[src/hdl/bqp_pkg.sv]
// Shared types and constants for the boolean query infix-to-postfix unit.
// Used by bqp_cell, bqp_stack and boolean_query_infix_to_postfix_unit.
package bqp_pkg;

    localparam int STACK_DEPTH = 16;

    // Byte codes with a meaning of their own
    localparam logic [7:0] CH_SPACE     = 8'd32;
    localparam logic [7:0] CH_QUOTE     = 8'd34;
    localparam logic [7:0] CH_OPER_LO_A = 8'd35;
    localparam logic [7:0] CH_OPER_HI_A = 8'd37;
    localparam logic [7:0] CH_AMP       = 8'd38;
    localparam logic [7:0] CH_OPER_LO_B = 8'd39;
    localparam logic [7:0] CH_OPEN      = 8'd40;
    localparam logic [7:0] CH_CLOSE     = 8'd41;
    localparam logic [7:0] CH_OPER_HI_B = 8'd122;
    localparam logic [7:0] CH_BAR       = 8'd124;

    typedef enum logic [1:0] {
        OP_PAREN = 2'd0,
        OP_AND   = 2'd2,
        OP_OR    = 2'd3
    } op_t;

    typedef enum logic [2:0] {
        K_CHAR = 3'd0,
        K_END  = 3'd1,
        K_AND  = 3'd2,
        K_OR   = 3'd3,
        K_DONE = 3'd4
    } kind_t;

    typedef enum logic [2:0] {
        ST_OK          = 3'd0,
        ST_EXTRA_CLOSE = 3'd1,
        ST_ILLEGAL     = 3'd2,
        ST_EXTRA_OPEN  = 3'd3,
        ST_OVERFLOW    = 3'd4
    } status_t;

    typedef enum logic [1:0] {
        ACT_AND,
        ACT_OR,
        ACT_CLOSE,
        ACT_FINAL
    } act_t;

    typedef enum logic [2:0] {
        S_IDLE,
        S_TAKE,
        S_AFTER,
        S_FLUSH,
        S_POP,
        S_PUSH,
        S_DONE
    } state_t;

    typedef struct packed {
        logic valid;
        op_t  op;
    } cell_t;

    typedef struct packed {
        logic clear;
        logic push;
        logic pop;
        op_t  code;
    } stk_cmd_t;

    typedef struct packed {
        logic top_valid;
        op_t  top_op;
        logic next_valid;
        logic full;
    } stk_stat_t;

    typedef struct packed {
        kind_t      kind;
        logic [7:0] ch;
        status_t    st;
    } tok_t;

endpackage

[src/hdl/bqp_cell.sv]
// One entry of the shifting operator stack.
// Depends on bqp_pkg for cell_t and stk_cmd_t.
module bqp_cell (
    input  logic              clk,
    input  logic              rst_n,
    input  logic              head,
    input  bqp_pkg::stk_cmd_t cmd,
    input  bqp_pkg::cell_t    above,
    input  bqp_pkg::cell_t    below,
    output bqp_pkg::cell_t    q
);
    import bqp_pkg::*;

    cell_t cell_reg;
    cell_t cell_next;

    always_comb
    begin
        cell_next = cell_reg;
        if (cmd.clear)
        begin
            cell_next.valid = head;
            cell_next.op    = OP_PAREN;
        end
        else if (cmd.push)
        begin
            cell_next = above;
        end
        else if (cmd.pop)
        begin
            cell_next = below;
        end
    end

    always_ff @(posedge clk or negedge rst_n)
    begin
        if (!rst_n)
        begin
            cell_reg.valid <= head;
            cell_reg.op    <= OP_PAREN;
        end
        else
        begin
            cell_reg <= cell_next;
        end
    end

    assign q = cell_reg;

endmodule

[src/hdl/bqp_stack.sv]
// Operator stack built as a row of bqp_cell entries; the top sits in cell 0.
// Depends on bqp_pkg and bqp_cell.
module bqp_stack (
    input  logic               clk,
    input  logic               rst_n,
    input  bqp_pkg::stk_cmd_t  cmd,
    output bqp_pkg::stk_stat_t stat
);
    import bqp_pkg::*;

    cell_t                  stage [STACK_DEPTH];
    logic [STACK_DEPTH-1:0] valid_vec;
    logic [STACK_DEPTH-1:0] valid_inc;

    genvar i;
    generate
        for (i = 0; i < STACK_DEPTH; i++)
        begin : g_cell
            cell_t above_c;
            cell_t below_c;

            if (i == 0)
            begin : g_top
                assign above_c = '{valid: 1'b1, op: cmd.code};
            end
            else
            begin : g_mid
                assign above_c = stage[i-1];
            end

            if (i == STACK_DEPTH - 1)
            begin : g_bot
                assign below_c = '{valid: 1'b0, op: OP_PAREN};
            end
            else
            begin : g_up
                assign below_c = stage[i+1];
            end

            bqp_cell u_cell (
                .clk   (clk),
                .rst_n (rst_n),
                .head  (i == 0),
                .cmd   (cmd),
                .above (above_c),
                .below (below_c),
                .q     (stage[i])
            );

            assign valid_vec[i] = stage[i].valid;
        end
    endgenerate

    assign stat.top_valid  = stage[0].valid;
    assign stat.top_op     = stage[0].op;
    assign stat.next_valid = stage[1].valid;
    assign stat.full       = stage[STACK_DEPTH-1].valid;

    assign valid_inc = valid_vec + 1'b1;

    // Filled entries must form one run starting at the top
    assert property (@(posedge clk) disable iff (!rst_n)
        (valid_inc & valid_vec) == '0)
        else $error("stack entries not contiguous");

    assert property (@(posedge clk) disable iff (!rst_n)
        cmd.push |-> !stat.full)
        else $error("push onto full stack");

    assert property (@(posedge clk) disable iff (!rst_n)
        cmd.pop |-> (stat.top_valid && !cmd.push))
        else $error("pop from empty stack or together with push");

endmodule

[src/hdl/boolean_query_infix_to_postfix_unit.sv]
// Top level of the boolean query infix-to-postfix unit: control sequencer,
// token hold and output registers. Depends on bqp_pkg and bqp_stack.
//
// Takes one byte of a boolean search expression per item and sends out postfix
// tokens, one per cycle at most. The byte marked end_of_expr adds the implicit
// close parenthesis and the done item; an error adds its own done item. The
// sequencer emits at most one token and does at most one stack step per cycle,
// unless output stall holds it, on a stack of STACK_DEPTH shifting cells. The
// final token of a byte is held until the sequencer knows the run is over, so
// it leaves the hold register overlapped with the next byte. Output stall only
// slows the sequencer; no token is dropped. No clearing pass follows reset.
module boolean_query_infix_to_postfix_unit (
    input  logic       clk,
    input  logic       rst_n,
    input  logic       in_valid,
    output logic       in_stall,
    input  logic [7:0] char_code,
    input  logic       end_of_expr,
    output logic       out_valid,
    input  logic       out_stall,
    output logic [2:0] token_kind,
    output logic [7:0] operand_char,
    output logic [2:0] status,
    output logic       last_of_run
);
    import bqp_pkg::*;

    typedef enum logic [2:0] {
        C_OPEN,
        C_CLOSE,
        C_QUOTE,
        C_AMP,
        C_BAR,
        C_SPACE,
        C_OPERAND,
        C_BAD
    } class_t;

    state_t     state_reg, state_next;
    act_t       act_reg, act_next;
    status_t    status_reg, status_next;
    logic [7:0] byte_reg;
    logic       last_reg;
    logic       inside_quote_reg, inside_quote_next;
    logic       operand_open_reg, operand_open_next;
    logic       half_and_reg, half_and_next;
    logic       half_or_reg, half_or_next;
    logic       error_latched_reg, error_latched_next;

    logic       hold_valid_reg;
    tok_t       hold_reg;
    logic       out_valid_reg;
    tok_t       out_reg;
    logic       out_last_reg;

    stk_cmd_t   stk_cmd;
    stk_stat_t  stk_stat;
    class_t     byte_class;
    tok_t       tok;
    logic       emit_req;
    logic       emit_ok;
    logic       blocked;
    logic       out_free;
    logic       accept;
    logic       drain;
    logic       clear_all;
    logic       top_is_op;
    state_t     after_st;

    bqp_stack u_stack (
        .clk   (clk),
        .rst_n (rst_n),
        .cmd   (stk_cmd),
        .stat  (stk_stat)
    );

    always_comb
    begin
        if (byte_reg == CH_OPEN)
            byte_class = C_OPEN;
        else if (byte_reg == CH_CLOSE)
            byte_class = C_CLOSE;
        else if (byte_reg == CH_QUOTE)
            byte_class = C_QUOTE;
        else if (byte_reg == CH_AMP)
            byte_class = C_AMP;
        else if (byte_reg == CH_BAR)
            byte_class = C_BAR;
        else if (byte_reg == CH_SPACE)
            byte_class = C_SPACE;
        else if ((byte_reg >= CH_OPER_LO_B && byte_reg <= CH_OPER_HI_B)
                 || (byte_reg >= CH_OPER_LO_A && byte_reg <= CH_OPER_HI_A))
            byte_class = C_OPERAND;
        else
            byte_class = C_BAD;
    end

    assign top_is_op = stk_stat.top_valid && (stk_stat.top_op != OP_PAREN);
    assign after_st  = last_reg ? S_AFTER : S_IDLE;
    assign out_free  = !out_valid_reg || !out_stall;
    assign emit_ok   = !hold_valid_reg || out_free;
    assign blocked   = emit_req && !emit_ok;
    assign in_stall  = (state_reg != S_IDLE) || (hold_valid_reg && !out_free);
    assign accept    = in_valid && !in_stall;
    assign drain     = (state_reg == S_IDLE) && hold_valid_reg && out_free;

    // Which states put a token into the hold register this cycle
    always_comb
    begin
        emit_req = 1'b0;
        unique case (state_reg)
            S_TAKE:
            begin
                if (!error_latched_reg)
                begin
                    if (inside_quote_reg)
                        emit_req = (byte_reg != CH_QUOTE);
                    else if (!half_and_reg && !half_or_reg)
                        emit_req = (byte_class == C_OPERAND);
                end
            end
            S_FLUSH: emit_req = operand_open_reg;
            S_POP:   emit_req = top_is_op;
            S_DONE:  emit_req = 1'b1;
            default: emit_req = 1'b0;
        endcase
    end

    // Next state
    always_comb
    begin
        state_next = state_reg;
        unique case (state_reg)
            S_IDLE:
            begin
                if (accept)
                    state_next = S_TAKE;
            end
            S_TAKE:
            begin
                if (error_latched_reg)
                    state_next = S_IDLE;
                else if (inside_quote_reg)
                    state_next = (byte_reg == CH_QUOTE) ? S_AFTER : after_st;
                else if (half_and_reg)
                    state_next = (byte_reg != CH_AMP) ? S_DONE : S_FLUSH;
                else if (half_or_reg)
                    state_next = (byte_reg != CH_BAR) ? S_DONE : S_FLUSH;
                else
                begin
                    case (byte_class)
                        C_OPEN:  state_next = stk_stat.full ? S_DONE : after_st;
                        C_CLOSE: state_next = S_FLUSH;
                        C_BAD:   state_next = S_DONE;
                        default: state_next = after_st;
                    endcase
                end
            end
            S_AFTER:
            begin
                if (!last_reg)
                    state_next = S_IDLE;
                else if (inside_quote_reg || half_and_reg || half_or_reg)
                    state_next = S_DONE;
                else
                    state_next = S_FLUSH;
            end
            S_FLUSH:
            begin
                state_next = (act_reg == ACT_AND) ? S_PUSH : S_POP;
            end
            S_POP:
            begin
                if (act_reg == ACT_OR)
                    state_next = top_is_op ? S_POP : S_PUSH;
                else if (!stk_stat.top_valid)
                    state_next = S_DONE;
                else if (stk_stat.top_op == OP_PAREN)
                    state_next = (act_reg == ACT_FINAL) ? S_DONE : after_st;
                else
                    state_next = S_POP;
            end
            S_PUSH:  state_next = stk_stat.full ? S_DONE : after_st;
            S_DONE:  state_next = S_IDLE;
            default: state_next = S_IDLE;
        endcase
        if (blocked)
            state_next = state_reg;
    end

    // Datapath controls, flags and the token to emit
    always_comb
    begin
        act_next           = act_reg;
        status_next        = status_reg;
        inside_quote_next  = inside_quote_reg;
        operand_open_next  = operand_open_reg;
        half_and_next      = half_and_reg;
        half_or_next       = half_or_reg;
        error_latched_next = error_latched_reg;
        clear_all          = 1'b0;
        stk_cmd            = '{clear: 1'b0, push: 1'b0, pop: 1'b0, code: OP_PAREN};
        tok                = '{kind: K_CHAR, ch: 8'd0, st: ST_OK};

        unique case (state_reg)
            S_IDLE:
            begin
                status_next = ST_OK;
            end
            S_TAKE:
            begin
                if (error_latched_reg)
                begin
                    clear_all = last_reg;
                end
                else if (inside_quote_reg)
                begin
                    if (byte_reg == CH_QUOTE)
                        inside_quote_next = 1'b0;
                    else
                    begin
                        tok.ch            = byte_reg;
                        operand_open_next = 1'b1;
                    end
                end
                else if (half_and_reg)
                begin
                    if (byte_reg != CH_AMP)
                        status_next = ST_ILLEGAL;
                    else
                    begin
                        half_and_next = 1'b0;
                        act_next      = ACT_AND;
                    end
                end
                else if (half_or_reg)
                begin
                    if (byte_reg != CH_BAR)
                        status_next = ST_ILLEGAL;
                    else
                    begin
                        half_or_next = 1'b0;
                        act_next     = ACT_OR;
                    end
                end
                else
                begin
                    case (byte_class)
                        C_OPEN:
                        begin
                            if (stk_stat.full)
                                status_next = ST_OVERFLOW;
                            else
                            begin
                                stk_cmd.push = 1'b1;
                                stk_cmd.code = OP_PAREN;
                            end
                        end
                        C_CLOSE:   act_next          = ACT_CLOSE;
                        C_QUOTE:   inside_quote_next = 1'b1;
                        C_AMP:     half_and_next     = 1'b1;
                        C_BAR:     half_or_next      = 1'b1;
                        C_SPACE:   status_next       = ST_OK;
                        C_OPERAND:
                        begin
                            tok.ch            = byte_reg;
                            operand_open_next = 1'b1;
                        end
                        default:   status_next       = ST_ILLEGAL;
                    endcase
                end
            end
            S_AFTER:
            begin
                if (last_reg)
                begin
                    if (inside_quote_reg)
                        status_next = ST_EXTRA_OPEN;
                    else if (half_and_reg || half_or_reg)
                        status_next = ST_ILLEGAL;
                    else
                        act_next = ACT_FINAL;
                end
            end
            S_FLUSH:
            begin
                tok.kind          = K_END;
                operand_open_next = 1'b0;
            end
            S_POP:
            begin
                tok.kind = kind_t'({1'b0, stk_stat.top_op});
                if (act_reg == ACT_OR)
                begin
                    stk_cmd.pop = top_is_op;
                end
                else if (!stk_stat.top_valid)
                begin
                    status_next = ST_EXTRA_CLOSE;
                end
                else
                begin
                    stk_cmd.pop = 1'b1;
                    // Matching paren of the implicit outer pair: stack must empty
                    if (stk_stat.top_op == OP_PAREN && act_reg == ACT_FINAL)
                        status_next = stk_stat.next_valid ? ST_EXTRA_OPEN : ST_OK;
                end
            end
            S_PUSH:
            begin
                if (stk_stat.full)
                    status_next = ST_OVERFLOW;
                else
                begin
                    stk_cmd.push = 1'b1;
                    stk_cmd.code = (act_reg == ACT_AND) ? OP_AND : OP_OR;
                end
            end
            S_DONE:
            begin
                tok.kind = K_DONE;
                tok.st   = status_reg;
                if (last_reg)
                    clear_all = 1'b1;
                else
                    error_latched_next = 1'b1;
            end
            default:
            begin
                status_next = status_reg;
            end
        endcase

        if (clear_all)
        begin
            stk_cmd.clear      = 1'b1;
            inside_quote_next  = 1'b0;
            operand_open_next  = 1'b0;
            half_and_next      = 1'b0;
            half_or_next       = 1'b0;
            error_latched_next = 1'b0;
        end

        // Hold everything while the token cannot be placed
        if (blocked)
        begin
            act_next           = act_reg;
            status_next        = status_reg;
            inside_quote_next  = inside_quote_reg;
            operand_open_next  = operand_open_reg;
            half_and_next      = half_and_reg;
            half_or_next       = half_or_reg;
            error_latched_next = error_latched_reg;
            stk_cmd            = '{clear: 1'b0, push: 1'b0, pop: 1'b0, code: OP_PAREN};
        end
    end

    always_ff @(posedge clk or negedge rst_n)
    begin
        if (!rst_n)
        begin
            state_reg         <= S_IDLE;
            act_reg           <= ACT_AND;
            status_reg        <= ST_OK;
            inside_quote_reg  <= 1'b0;
            operand_open_reg  <= 1'b0;
            half_and_reg      <= 1'b0;
            half_or_reg       <= 1'b0;
            error_latched_reg <= 1'b0;
            hold_valid_reg    <= 1'b0;
            out_valid_reg     <= 1'b0;
        end
        else
        begin
            state_reg         <= state_next;
            act_reg           <= act_next;
            status_reg        <= status_next;
            inside_quote_reg  <= inside_quote_next;
            operand_open_reg  <= operand_open_next;
            half_and_reg      <= half_and_next;
            half_or_reg       <= half_or_next;
            error_latched_reg <= error_latched_next;

            if (emit_req && emit_ok)
                hold_valid_reg <= 1'b1;
            else if (drain)
                hold_valid_reg <= 1'b0;

            if ((emit_req && emit_ok && hold_valid_reg) || drain)
                out_valid_reg <= 1'b1;
            else if (out_free)
                out_valid_reg <= 1'b0;
        end
    end

    always_ff @(posedge clk)
    begin
        if (accept)
        begin
            byte_reg <= char_code;
            last_reg <= end_of_expr;
        end
        if (emit_req && emit_ok)
            hold_reg <= tok;
        // A token leaves the hold as last of its run only when drained from idle
        if (emit_req && emit_ok && hold_valid_reg)
        begin
            out_reg      <= hold_reg;
            out_last_reg <= 1'b0;
        end
        else if (drain)
        begin
            out_reg      <= hold_reg;
            out_last_reg <= 1'b1;
        end
    end

    assign out_valid    = out_valid_reg;
    assign token_kind   = out_reg.kind;
    assign operand_char = out_reg.ch;
    assign status       = out_reg.st;
    assign last_of_run  = out_last_reg;

    assert property (@(posedge clk) disable iff (!rst_n)
        blocked |=> (state_reg == $past(state_reg)))
        else $error("sequencer moved while token was blocked");

    assert property (@(posedge clk) disable iff (!rst_n)
        (emit_req && emit_ok && hold_valid_reg) |-> out_free)
        else $error("hold moved into a busy output register");

    assert property (@(posedge clk) disable iff (!rst_n)
        (state_reg == S_DONE && !blocked && !last_reg) |=> error_latched_reg)
        else $error("error not latched after early done");

endmodule

[config.mk]
export PLATFORM = sky130hd
export DESIGN_NAME = boolean_query_infix_to_postfix_unit
export DESIGN_NICKNAME = d
export VERILOG_FILES = /design/src/hdl/bqp_pkg.sv /design/src/hdl/bqp_cell.sv /design/src/hdl/bqp_stack.sv /design/src/hdl/boolean_query_infix_to_postfix_unit.sv
export SDC_FILE = /design/constraint.sdc
export NUM_CORES = 1
export LEC_CHECK = 0
export BUFFER_PORTS_ARGS = -buffer_cell sky130_fd_sc_hd__buf_4
export CAP_MARGIN = 20
export CORE_UTILIZATION = 55
export CTS_BUF_LIST = sky130_fd_sc_hd__clkbuf_16
export DETAILED_ROUTE_END_ITERATION = 8
export HOLD_SLACK_MARGIN = 0.03
export PLACE_DENSITY = 0.76
export SLEW_MARGIN = 10
export SYNTH_ARGS = -nofsm -noshare
export SYNTH_HDL_FRONTEND = slang
export SYNTH_SLANG_ARGS = --single-unit
[constraint.sdc]
create_clock -name clk -period 3.1 [get_ports clk]
set_input_delay 0.155 -clock clk [delete_from_list [all_inputs] [get_ports clk]]
set_output_delay 0.155 -clock clk [all_outputs]
set_load 0.01 [all_outputs]
==> impl_metrics.env <==
export IMPL_grt_first_pass_wirelength_um=16900
export IMPL_p_total_mw=4.47
export IMPL_leakage_nw=2.52
export IMPL_synth_top_flop_cell="dfrtp_1"
export IMPL_clk_pin_slew_worst_paths_ps=70
export IMPL_drive_above_1_share_pct=21.6
export IMPL_vias=3631
export IMPL_placed_cells=558
export IMPL_place_gp_congestion=0.997
export IMPL_fin_area_sq_mm=0.00587
export IMPL_fmax_mhz=355
export IMPL_yosys_area_share_simple_pct=12.4
export IMPL_die_area_sq_mm=0.00979
export IMPL_grt_setup_unrepaired="false"
export IMPL_reg2reg_depth=8
export IMPL_setup_violations=0
export IMPL_dr_max_layer_used="met4"
export IMPL_multi_input_area_sq_mm=0.00223
export IMPL_power_density_mw_per_mm2=761
export IMPL_end_kind="register"
export IMPL_status="finished, final reports clean"
export IMPL_ys_seq_area_share_pct=52.4
export IMPL_netlist_instances=428
export IMPL_finalCritPeriodShare_pct=90.9
export IMPL_drc=0
export IMPL_synth_xor_area_share_pct=0
export IMPL_drt_first_pass_iters=5
export IMPL_rows=35
export IMPL_crit_required_ps=3130
export IMPL_tns_ps=0
export IMPL_grt_max_degree=64
export IMPL_largest_reg_flops=48
export IMPL_synth_compound_area_share_pct=22.8
export IMPL_vdd_drop_max_v=0.000436
export IMPL_grt_pass1_vias=3533
export IMPL_final_cells=584
export IMPL_synth_cell_types=63
export IMPL_synth_top_family_by_area="compound AO/OA/AOI/OAI gates"
export IMPL_grt_overflow=0
export IMPL_grt_total_usage_pct=21.9
export IMPL_whs_path_depth=3
export IMPL_nFillCells=673
export IMPL_cp_arrival_ps=2850
export IMPL_syn2layout_area_growth_pct=13.6
export IMPL_core_sq_mm=0.00915
export IMPL_synthAdderAreaFrac_pct=0
export IMPL_post_cts_setup_buffer_count=0
export IMPL_hold_viol_final=0
export IMPL_synth_edf_count=37
export IMPL_dieHeight_um=98.9
export IMPL_cts_tree="done"
export IMPL_cts_buffers=9
export IMPL_viasPerCell=6.22
export IMPL_holdCritPathClass="input pin to register"
export IMPL_die_x_um=98.9
export IMPL_seqCellArea_sq_mm=0.00271
export IMPL_start_kind="register"
export IMPL_cap_violations=0
export IMPL_hold_slack_ps=135
export IMPL_async_reset_ff_share_pct=62.4
export IMPL_synthMuxAreaShare_pct=7.75
export IMPL_syn_avg_cell_area_sq_um=12.1
export IMPL_met2_length_um=4540
export IMPL_tightest_slew_ps=785
export IMPL_first_iter_violations=340
export IMPL_wl_um=9810
export IMPL_finalMaxSlewViolations=0
export IMPL_crit_type="register to register"
export IMPL_place_hpwl_um=6640
export IMPL_finalClockSkew_ps=7.34
export IMPL_ys_ff_latch=101
export IMPL_wl_met1_um=4470
export IMPL_antenna_found_initial=0
export IMPL_portBuffers=29
export IMPL_ys_warn_count=0
export IMPL_met3WireLength_um=587
export IMPL_nets=481
export IMPL_ant_nets=0
export IMPL_synth_nets=441
export IMPL_critPathMaxFanout=14
export IMPL_slew_headroom_pct=47.7
export IMPL_cts_htree_levels=3
export IMPL_ctsLongestPathBuffers=2
export IMPL_regToRegSetupSlack_ps=280
export IMPL_min_period_ps=2820
export IMPL_diodes=0
export IMPL_synthesis_area_sq_mm=0.00517
export IMPL_routedWlPerCell_um=16.8
export IMPL_boundaryPins=30
export IMPL_clock_latency_ps=340
export IMPL_start_util_pct=56.4
export IMPL_root_buffer="clkbuf_16"
export IMPL_cts_sinks=101
export IMPL_place_area_sq_mm=0.00547
[metrics by stage]
stage	setup WS (ps)	util, %
6_report	282	64.1
3_3_place_gp	347	59.8
2_1_floorplan	166	-
5_1_grt	80.9	64.1
3_5_place_dp	310	59.8
4_1_cts	287	64.1
[path summary, 6_finish.rpt]
| kind | to | from |
|---|---|---|
| worst max-delay path | token_kind[2] | byte_reg[1] |
| worst min-delay path | out_valid | out_stall |
| worst max register to register | token_kind[2] | byte_reg[1] |
| worst min register to register | operand_char[3] | hold_reg[6] |
| max in group asynchronous | half_and_reg | rst_n |
| min in group asynchronous | u_stack.g_cell[9].u_cell.q[1] | rst_n |
[cells in the final DEF (no fill, tap or decap), drive strengths merged, types with 5 or more instances in the layout]
cell,instances
nand3,5
nor3,10
edfxtp,37
and3,8
nand2b,5
o2bb2ai,46
dlygate4sd3,10
a31oi,9
and2,11
clkbuf,9
inv,12
o21ai,21
nor2,31
nand2,21
dfrtp,62
mux2i,40
buf,45
a21oi,24
[Yosys cell counts (2+ instances only)]
master     count  area (sq um)
dfrtp_1       62          1550
mux2i_1       40           400
edfxtp_1      37          1110
nor2_1        30           113
o2bb2ai_2     29           435
a21oi_1       23           115
o21ai_0       21           105
nand2_1       20          75.1
o2bb2ai_1     17           149
and2_1        11          68.8
buf_2         11          55.1
nor3_1        10          50.1
a31oi_1        9          56.3
inv_1          8          30.0
and3_1         7          43.8
clkbuf_1       6          22.5
nand2b_1       5          31.3
nand3_1        5          25.0
buf_6          4          45.0
nand4_1        4          25.0
o22a_1         4          35.0
a211oi_1       3          22.5
a22o_1         3          26.3
buf_12         3          60.1
nor2b_1        3          18.8
nor3b_1        3          22.5
nor4_1         3          18.8
o21a_1         3          22.5
or3_1          3          18.8
a2111oi_0      2          17.5
a221oi_1       2          17.5
a22oi_1        2          15.0
o211ai_1       2          15.0
o21bai_1       2          15.0
o31a_1         2          17.5
or2_2          2          12.5
[routing by layer]
layer	vias to the layer above	GRT usage (%)
li1	1721	-
met1	1745	30.9
met2	144	34.1
met3	21	3.33
met4	0	8.73
met5	-	0
[area by class of cell]
class | count | share of cell area, %
flip-flops and latches | 101 | 46.2
multi-input cells | 292 | 38.0
repair buffers | 55 | 7.89
clock buffers | 9 | 3.84
well taps | 111 | 2.37
clock inverters | 7 | 1.15
inverters | 9 | 0.576
[cells by family after synthesis]
family,after synthesis
muxes,40
DFF,101
AOI/OAI and AO/OA,135
and+or+nand+nor,117
buffers and inverters,35
[repair_timing]
| item | in CTS | in global routing |
|---|---|---|
| gates resized for setup | 0 | 0 |
| hold endpoints to repair | 71 | 0 |
| hold buffers | 10 | 0 |
[power breakdown]
part | switching (mW) | total, mW | leakage [nW] | internal, mW
Combinational | 0.967 | 1.55 | 1.16 | 0.588
Clock | 0.467 | 1.09 | 0.150 | 0.623
Sequential | 0.170 | 1.82 | 1.21 | 1.65
Total | 1.60 | 4.47 | 2.52 | 2.86
[worst max-delay path: stages, from the launching register on]
cell,delay [ps]
edfxtp_1,520
nand2b_1,240
a31o_2,260
or2_1,290
or3_1,380
a21oi_1,260
nor2_1,160
a21oi_1,170
buf_4,230
Note: power is estimated with default switching activity, not from simulation.
